$ cat src/rtl/core/mcdew_pkg.sv
// Package of the multi-channel debouncer: sizes, register codes, reset
// values and the structs passed between lanes, read stage and top level.
package mcdew_pkg;

   localparam int NUM_GROUPS_DEF         = 6;
   localparam int CHANNELS_PER_GROUP_DEF = 8;
   localparam int MAX_WIDTH_DEF          = 65535;

   localparam int SLOT_STRIDE    = 8;   // bit 8*group+channel in every vector
   localparam int SLOT_GROUPS    = 8;   // groups addressable by a 3-bit field
   localparam int REG_GROUPS     = 6;   // groups that own a channel-count register
   localparam int RAW_BITS       = 48;
   localparam int FUNC_BITS      = 2;
   localparam int GROUP_BITS     = 3;
   localparam int CHANNEL_BITS   = 3;
   localparam int COUNT_BITS     = 8;
   localparam int WIDTH_BITS     = 16;
   localparam int CHAN_CNT_BITS  = 4;
   localparam int CSR_INDEX_BITS = 3;
   localparam int CSR_DATA_BITS  = 8;

   typedef enum logic [FUNC_BITS-1:0] {
      FUNC_SAMPLE       = 2'd0,
      FUNC_READ_GROUP   = 2'd1,
      FUNC_READ_CHANNEL = 2'd2
   } func_type;

   localparam logic [CSR_INDEX_BITS-1:0] CSR_FILTER_TIME     = 3'd0;
   localparam logic [CSR_INDEX_BITS-1:0] CSR_GROUP_ENABLE    = 3'd1;
   localparam logic [CSR_INDEX_BITS-1:0] CSR_GROUP0_CHANNELS = 3'd2;
   localparam logic [CSR_INDEX_BITS-1:0] CSR_GROUP5_CHANNELS = 3'd7;

   localparam logic [COUNT_BITS-1:0] FILTER_TIME_RST  = 8'd5;
   localparam logic [REG_GROUPS-1:0] GROUP_ENABLE_RST = 6'h3F;
   localparam logic [REG_GROUPS-1:0][CHAN_CNT_BITS-1:0] GROUP_CHANNELS_RST =
      {4'd4, 4'd6, 4'd6, 4'd8, 4'd8, 4'd2};

   typedef struct packed {
      logic                  level;
      logic                  rise;
      logic                  fall;
      logic [WIDTH_BITS-1:0] high_width;
      logic [WIDTH_BITS-1:0] low_width;
   } lane_stat_type;

   typedef struct packed {
      logic sample;
      logic raw;
      logic clear;
   } lane_ctl_type;

   typedef struct packed {
      logic                    group_rd;
      logic                    channel_rd;
      logic [GROUP_BITS-1:0]   group;
      logic [CHANNEL_BITS-1:0] channel;
   } read_req_type;

   typedef struct packed {
      logic [SLOT_STRIDE-1:0] level_bits;
      logic [SLOT_STRIDE-1:0] rising_bits;
      logic [SLOT_STRIDE-1:0] falling_bits;
      logic [WIDTH_BITS-1:0]  high_width;
      logic [WIDTH_BITS-1:0]  low_width;
   } rsp_word_type;

   typedef logic [SLOT_GROUPS-1:0][SLOT_STRIDE-1:0] slot_mask_type;
   typedef lane_stat_type [SLOT_GROUPS-1:0][SLOT_STRIDE-1:0] slot_stat_type;

endpackage

$ cat src/rtl/core/mcdew_lane.sv
// One debounce lane: confirm counters, width counters, level and edge flags.
// Depends on mcdew_pkg.
module mcdew_lane #(
   parameter int MAX_WIDTH = mcdew_pkg::MAX_WIDTH_DEF
) (
   input  logic                                clock,
   input  logic                                reset,
   input  mcdew_pkg::lane_ctl_type             ctl,
   input  logic [mcdew_pkg::COUNT_BITS-1:0]    filter_time,
   output mcdew_pkg::lane_stat_type            stat
);

   localparam logic [mcdew_pkg::WIDTH_BITS-1:0] WIDTH_MAX =
      mcdew_pkg::WIDTH_BITS'(MAX_WIDTH);

   logic                              level_ff, level_in;
   logic                              rise_ff, rise_in;
   logic                              fall_ff, fall_in;
   logic [mcdew_pkg::COUNT_BITS-1:0]  hc_ff, hc_in;
   logic [mcdew_pkg::COUNT_BITS-1:0]  lc_ff, lc_in;
   logic [mcdew_pkg::WIDTH_BITS-1:0]  hw_ff, hw_in;
   logic [mcdew_pkg::WIDTH_BITS-1:0]  lw_ff, lw_in;
   logic [mcdew_pkg::WIDTH_BITS-1:0]  hw_base, lw_base;

   // restart a width on the first sample of a level whose counter is clear
   assign hw_base = (hc_ff == '0) ? '0 : hw_ff;
   assign lw_base = (lc_ff == '0) ? '0 : lw_ff;

   always_comb begin
      level_in = level_ff;
      rise_in  = rise_ff;
      fall_in  = fall_ff;
      hc_in    = hc_ff;
      lc_in    = lc_ff;
      hw_in    = hw_ff;
      lw_in    = lw_ff;
      if (ctl.sample) begin
         if (ctl.raw) begin
            hw_in = (hw_base < WIDTH_MAX) ? hw_base + 1'b1 : hw_base;
            if (hc_ff < filter_time) begin
               hc_in = hc_ff + 1'b1;
            end else if (!level_ff) begin
               lc_in    = '0;
               level_in = 1'b1;
               rise_in  = 1'b1;
            end
         end else begin
            lw_in = (lw_base < WIDTH_MAX) ? lw_base + 1'b1 : lw_base;
            if (lc_ff < filter_time) begin
               lc_in = lc_ff + 1'b1;
            end else if (level_ff) begin
               hc_in    = '0;
               level_in = 1'b0;
               fall_in  = 1'b1;
            end
         end
      end
      if (ctl.clear) begin
         rise_in = 1'b0;
         fall_in = 1'b0;
      end
   end

   always_ff @(posedge clock) begin
      if (reset) begin
         level_ff <= 1'b0;
         rise_ff  <= 1'b0;
         fall_ff  <= 1'b0;
         hc_ff    <= '0;
         lc_ff    <= '0;
         hw_ff    <= '0;
         lw_ff    <= '0;
      end else begin
         level_ff <= level_in;
         rise_ff  <= rise_in;
         fall_ff  <= fall_in;
         hc_ff    <= hc_in;
         lc_ff    <= lc_in;
         hw_ff    <= hw_in;
         lw_ff    <= lw_in;
      end
   end

   assign stat.level      = level_ff;
   assign stat.rise       = rise_ff;
   assign stat.fall       = fall_ff;
   assign stat.high_width = hw_ff;
   assign stat.low_width  = lw_ff;

endmodule

$ cat config.mk
export PLATFORM = sky130hd
export DESIGN_NAME = mcdew_lane
export DESIGN_NICKNAME = d
export VERILOG_FILES = /design/src/rtl/core/mcdew_pkg.sv /design/src/rtl/core/mcdew_lane.sv
export SDC_FILE = /design/constraint.sdc
export NUM_CORES = 1
export LEC_CHECK = 0
export BUFFER_PORTS_ARGS = -buffer_cell sky130_fd_sc_hd__buf_2
export CAP_MARGIN = 15
export CORE_UTILIZATION = 57
export DETAILED_ROUTE_END_ITERATION = 7
export GPL_ROUTABILITY_DRIVEN = 0
export PLACE_DENSITY = 0.86
export SYNTH_ARGS = -nofsm -noshare
export SYNTH_HDL_FRONTEND = slang
export SYNTH_SLANG_ARGS = --single-unit
$ cat constraint.sdc
create_clock -name clock -period 3.3 [get_ports clock]
set_input_delay 0.33 -clock clock [delete_from_list [all_inputs] [get_ports clock]]
set_output_delay 0.33 -clock clock [all_outputs]
set_load 0.02 [all_outputs]
==> qor.yml, run 1 <==
cts:
  root_buffer: "clkbuf_8"
  clk_path_buf_depth: 2
  clock_sinks: 51
  hold_buffers: 0
  numCtsBuffers: 5
  htree_levels: 2
  cts_tree: "yes"
  clk_pin_slew_ns: 0.10
  worstSkewPairLatency_ns: 0.31
finish:
  regArea_sq_mm: 0.00102
  multi_input_area_sq_mm: 0.00198
  final_nets: 474
  num_antenna_cells: 0
  fillers: 436
  final_common_cell: "dfxtp_1"
  area_growth_pct: 11.9
  final_cell_mix: "dfxtp_1 (51), nand2_1 (50), buf_2 (47), nor2_1 (39), a21oi_1 (32)"
  final_core_util: 0.677
  drive_gt1_frac: 0.165
sta:
  worst_pin_slew_ns: 0.539
  setup_violations: 0
  max_freq_mhz: 323
  rsz0062_at_grt: "false"
  final.setup.tns_ns: 0
  min_period_ns: 3.09
  fin_worst_skew_ns: 0.00662
  fin_crit_sh: 0.937
  hold_viol: 0
  worst_slack_ns: 0.207
  slew_violations: 0
  slew-limit-headroom: 0.635
global_route:
  antenna_found_initial: 0
  grt_max_degree: 35
  use_met1: 0.327
  grt_overflow: 0
  busiest_layer: "met2"
  grt_pass1_vias: 2900
  grt_usage: 0.263
  grtUsageMet2: 0.466
  use_met3: 0.0419
  grt_pass1_wl_um: 12800
critical_path:
  end_kind: "flip-flop"
  path_class: "reg2reg"
  crit_fanout: 6
  startpoint_type: "flip-flop"
  worstPathArrival_ns: 3.29
  required_ns: 3.50
floorplanning:
  rows: 26
  die_h_um: 76.6
  core-area_sq_mm: 0.00524
  io_pins: 48
  start_util: 0.605
  dieWidth_um: 76.6
  fp.dieArea_sq_mm: 0.00586
synth:
  postSynthCellCount: 401
  synth_edf_count: 0
  async_flop_share: 0
  synthesis.area_sq_mm: 0.00317
  synthAdderAreaFrac: 0.0790
  synth_flop_cell: "dfxtp_1"
  avgSynthCellArea_sq_um: 7.90
  synth_xor_area_frac: 0.0470
  ys_seq_elements: 51
  synth_cell_type_count: 62
  synth_compound_area_frac: 0.175
  synthMuxAreaShare: 0.0225
  seq_area_frac_synth: 0.322
  synthSimpleGateAreaFrac: 0.298
  synth_nets: 434
  synth_warnings: 0
  synth_top_family_by_area: "simple AND/OR/NAND/NOR gates"
power:
  power.total_mw: 1.25
  peakVddDrop_uv: 289
  powerDensity_mw_per_mm2: 351
  power.leakage_nw: 1.52
place:
  hpwl_um: 5380
  pre_cts_ws_ns: 0.284
  portBuffers: 47
run_status:
  outcome: "finished clean"
detailed_routing:
  viasPerCell: 6.03
  drt_iter0_drc: 176
  wirelength_um: 7330
  wire_per_inst_um: 14.3
  first_pass_iters: 4
  drc: 0
  ant_nets: 0
  num_vias: 3089
job:
  max_cap_violations: 0
worst_hold_path:
  holdCritPathClass: "in2reg"
-- cell usage after synthesis, types with 2 or more instances --
| cell type | n | area [sq um] |
|---|---|---|
| xor2_1 | 12 | 105 |
| dfxtp_1 | 51 | 1020 |
| ha_1 | 20 | 250 |
| a41oi_1 | 5 | 43.8 |
| a211oi_2 | 2 | 25.0 |
| or4_1 | 3 | 22.5 |
| a21o_1 | 6 | 45.0 |
| and4_1 | 2 | 17.5 |
| nor4_1 | 3 | 18.8 |
| buf_6 | 2 | 22.5 |
| and3_1 | 9 | 56.3 |
| nand4_1 | 15 | 93.8 |
| o21ai_0 | 13 | 65.1 |
| o21ai_1 | 2 | 10.0 |
| a31oi_1 | 5 | 31.3 |
| o21a_1 | 4 | 30.0 |
| nand2_2 | 2 | 12.5 |
| nand3_1 | 17 | 85.1 |
| a21oi_1 | 32 | 160 |
| or3_1 | 6 | 37.5 |
| nor2b_1 | 3 | 18.8 |
| buf_4 | 5 | 37.5 |
| mux2i_1 | 6 | 60.1 |
| o31ai_1 | 2 | 15.0 |
| nor2_1 | 39 | 146 |
| xnor2_1 | 5 | 43.8 |
| buf_2 | 3 | 15.0 |
| nand2_1 | 50 | 188 |
| nand2b_1 | 3 | 18.8 |
| and3_2 | 2 | 15.0 |
| inv_1 | 18 | 67.6 |
| nor3_1 | 15 | 75.1 |
| clkbuf_1 | 4 | 15.0 |
| and2_1 | 7 | 43.8 |
-- final cells by class --
cell class | count | area share
sequential | 51 | 0.288
timing repair buffer | 49 | 0.0706
inverter | 20 | 0.0212
clock buffer | 5 | 0.0194
multi-input combinational | 314 | 0.557
clock inverter | 3 | 0.0191
tap | 70 | 0.0247
-- registers in the layout, indices dropped and copies added (netlist names) --
register and count:
rise_ff 1, fall_ff 1, hw_ff 16, level_ff 1, lc_ff 8, lw_ff 16, hc_ff 8
-- critical path, cell delays in order, from the launching register on --
cell and delay, ns:
dfxtp_1 0.37, inv_1 0.10, ha_1 0.14, nor4b_2 0.25, nand2_1 0.19, and2_1 0.21
ha_1 0.21, and3_1 0.23, or2b_1 0.28, o311ai_1 0.20, or4_2 0.60, nand4_1 0.12
o31ai_1 0.08
-- through the flow --
step | cell area, sq um | hold WS [ns] | instances
after global placement | 3400 | 0.472 | 504
final | 3550 | 0.197 | 512
after detailed placement | 3400 | 0.482 | 504
after floorplan | 3170 | 0.409 | 401
after CTS | 3540 | 0.197 | 512
after global routing | 3550 | 0.196 | 512
-- metal layers --
layer,up-vias,routed length (um)
li1,1517,-
met1,1458,3330
met2,104,3520
met3,10,400
met4,0,79
met5,-,0
-- power by group --
part | internal (mW) | switching (mW)
clock | 0.302 | 0.213
combinational | 0.0347 | 0.0709
sequential | 0.620 | 0.00597
-- final timing paths --
check                              start        end  slack, ns  cells past startpoint
worst max register to register  hc_ff[0]  hw_ff[11]       0.21                     12
worst max-delay path            hc_ff[0]  hw_ff[11]       0.21                     12
worst min register to register   fall_ff    fall_ff       0.50                      2
worst min-delay path              ctl[0]    fall_ff       0.20                      2
-- repair_timing --
| item | CTS | global route |
|---|---|---|
| resized for setup | 0 | 1 |
| buffers inserted | 0 | 0 |
| setup endpoints to repair | 0 | 1 |
-- logic make-up (layout without fill, tap and decap cells) --
logic type	Yosys count	after routing
AND/OR/NAND/NOR	185	185
XOR/XNOR	17	17
flip-flops	51	51
AO/OA/AOI/OAI	85	85
adder cells (fa/ha/maj)	20	20
buffers and inverters	36	77
multiplexers	7	7
Note: power is estimated with default switching activity, not from simulation.
==> run 2, diff against run 1 <==
Settings changed: REMOVE_ABC_BUFFERS from default to 1.
==> run 2 against run 1 <==
  * Critical path type unchanged
  * Highest routed layer unchanged
  * Die area is the same
  * Register-to-register slack improved by 0.02 ns
  * Largest power group unchanged
  * Clock skew grew 0.011 ns
  * Worst hold slack worse by 0.0021 ns
  * Via count decreased by 0.58%
  * Sequential cell count is the same
==> qor.yml, run 2 (synthesis gave the netlist of run 1 again) <==
critical_path:
  startpoint_type: "flip-flop"
  reg2reg_slack_ns: 0.23  # +0.02 ns
  startpoint: "hc_ff[0]"
  r2r-end: "hw_ff[11]"
  rr_startpoint: "hc_ff[0]"
  end_kind: "flip-flop"
  path_class: "reg2reg"
  r2r_cells: 12  # unchanged
  crit_fanout: 6  # unchanged
  worstPathArrival_ns: 3.28  # about the same
  required_ns: 3.51  # about the same
detailed_routing:
  maxUsedRoutingLayer: "met4"
  viasPerCell: 6.00  # -0.58%
  first_pass_iters: 5  # +1
  routedLengthMet1_um: 3310  # -0.63%
  wire_per_inst_um: 14.7  # +2.4%
  drt_iter0_drc: 248  # +41%
  dr_wl_met2_um: 3620  # +2.9%
  wl_met3_um: 455  # +14%
  ant_nets: 0  # unchanged
  drc: 0  # unchanged
  num_vias: 3071  # -0.58%
  wirelength_um: 7510  # +2.4%
worst_hold_path:
  hold_end: "rise_ff"
  whs_path_depth: 2  # unchanged
  hold_start: "ctl[0]"
  holdCritPathClass: "in2reg"
cts:
  cts_tree: "yes"
  htree_levels: 2  # unchanged
  worstSkewPairLatency_ns: 0.32  # about the same
  clk_path_buf_depth: 2  # unchanged
  clk_pin_slew_ns: 0.10  # about the same
  root_buffer: "clkbuf_8"
  numCtsBuffers: 5  # unchanged
  hold_buffers: 0  # unchanged
  cts_resized: 0  # unchanged
  cts_setup_buffers: 0  # unchanged
  clock_sinks: 51  # unchanged
finish:
  fillers: 456  # +4.6%
  area_growth_pct: 11.3
  final_common_cell: "dfxtp_1"
  drive_gt1_frac: 0.165  # unchanged
  reg.largest.list: "hw_ff (16), lw_ff (16)"
  num_antenna_cells: 0  # unchanged
  final_nets: 474  # unchanged
  final_cell_mix: "dfxtp_1 (51), nand2_1 (49), buf_2 (47), nor2_1 (39), a21oi_1 (32)"
  stdcell_area_sq_mm: 0.00353  # -0.49%
floorplanning:
  start_util: 0.605  # unchanged
  fp.dieArea_sq_mm: 0.00586  # unchanged
  dieWidth_um: 76.6  # unchanged
  rows: 26  # unchanged
  io_pins: 48  # unchanged
  die_h_um: 76.6  # unchanged
  core-area_sq_mm: 0.00524  # unchanged
sta:
  fin_crit_sh: 0.931  # -0.00595
  fin_worst_skew_ns: 0.0172  # +0.0106 ns
  max_freq_mhz: 325  # +0.64%
  final.setup.tns_ns: 0  # unchanged
  rsz0062_at_grt: "false"
  hold_viol: 0  # unchanged
  setup_violations: 0  # unchanged
  min_period_ns: 3.07  # -0.0196 ns
  slew_violations: 0  # unchanged
  worst_pin_slew_ns: 0.591  # +0.0519 ns
  slew-limit-headroom: 0.605  # -0.0296
place:
  portBuffers: 47  # unchanged
  hpwl_um: 5340  # -0.82%
  place_area_sq_mm: 0.00340  # unchanged
global_route:
  grt_max_degree: 35  # unchanged
  grt_overflow: 0  # unchanged
  grt_pass1_wl_um: 13000  # +1.3%
  grt_usage: 0.270  # +0.00770
  antenna_found_initial: 0  # unchanged
  grt_pass1_vias: 2893  # -0.24%
power:
  power.leakage_nw: 1.51  # -0.20%
  peakVddDrop_uv: 266  # -7.8%
  powerDensity_mw_per_mm2: 340  # -3.1%
job:
  max_cap_violations: 0  # unchanged
run_status:
  outcome: "finished clean"
-- run 2: cell count changes in the layout (fill, tap and decap cells not counted) --
| cell | change |
|---|---|
| bufinv_16 | -1 |
| clkbuf_8 | +1 |
| clkinvlp_4 | -1 |
| inv_6 | +1 |
| nand2_1 | -1 |
| nand2_2 | +1 |
| nor3_1 | +1 |
| nor3_2 | -1 |
-- run 2: stage by stage --
stage	hold slack, ns	power, mW	worst slack [ns]	cells	util
floorplan	0.392	0.703	0.535	385	-
global placement	0.474	0.741	0.388	504	0.650
detailed placement	0.483	0.744	0.276	504	0.650
CTS	0.183	1.21	0.242	512	0.673
global route	0.180	1.25	0.0312	512	0.674
finish	0.195	1.20	0.226	512	0.674
-- run 2: worst max path at each step --
stage	slack, ns	cells past startpoint	end
CTS	0.24	12	hw_ff[11]
global placement	0.39	12	hw_ff[11]
floorplan	0.54	12	hw_ff[11]
finish	0.23	12	hw_ff[11]
global route	0.03	12	hw_ff[11]
detailed placement	0.28	12	hw_ff[11]
-- run 2: report_power, final --
part / leakage, nW / switching (mW) / internal, mW
logic: 1.04 / 0.0713 / 0.0348
registers: 0.411 / 0.00641 / 0.620
clock network: 0.0618 / 0.219 / 0.250
total: 1.51 / 0.297 / 0.904
-- run 2: layer usage --
layer  vias to the layer above  track usage
li1                       1520            -
met3                        13       0.0551
met4                         0        0.117
met5                         -            0
met1                      1420        0.331
met2                       118        0.457
-- run 2: critical path, stage by stage, from the launching register on --
cell and delay, ns:
dfxtp_1 0.37, inv_1 0.11, ha_1 0.15, nor4b_2 0.30
nand2_2 0.15, and2_1 0.20, ha_1 0.23, and3_1 0.23
or2b_1 0.25, o311ai_1 0.20, or4_2 0.59, nand4_1 0.11
o31ai_1 0.08
-- run 2: area by class of cell --
cell class	instances	area, sq um	area share
Clock buffer	6	82.6	0.0234
Inverter	20	75.1	0.0213
Clock inverter	2	38.8	0.0110
Sequential cell	51	1020	0.289
Multi-Input combinational cell	314	1970	0.559
Tap cell	70	87.6	0.0248
Timing Repair Buffer	49	250	0.0709
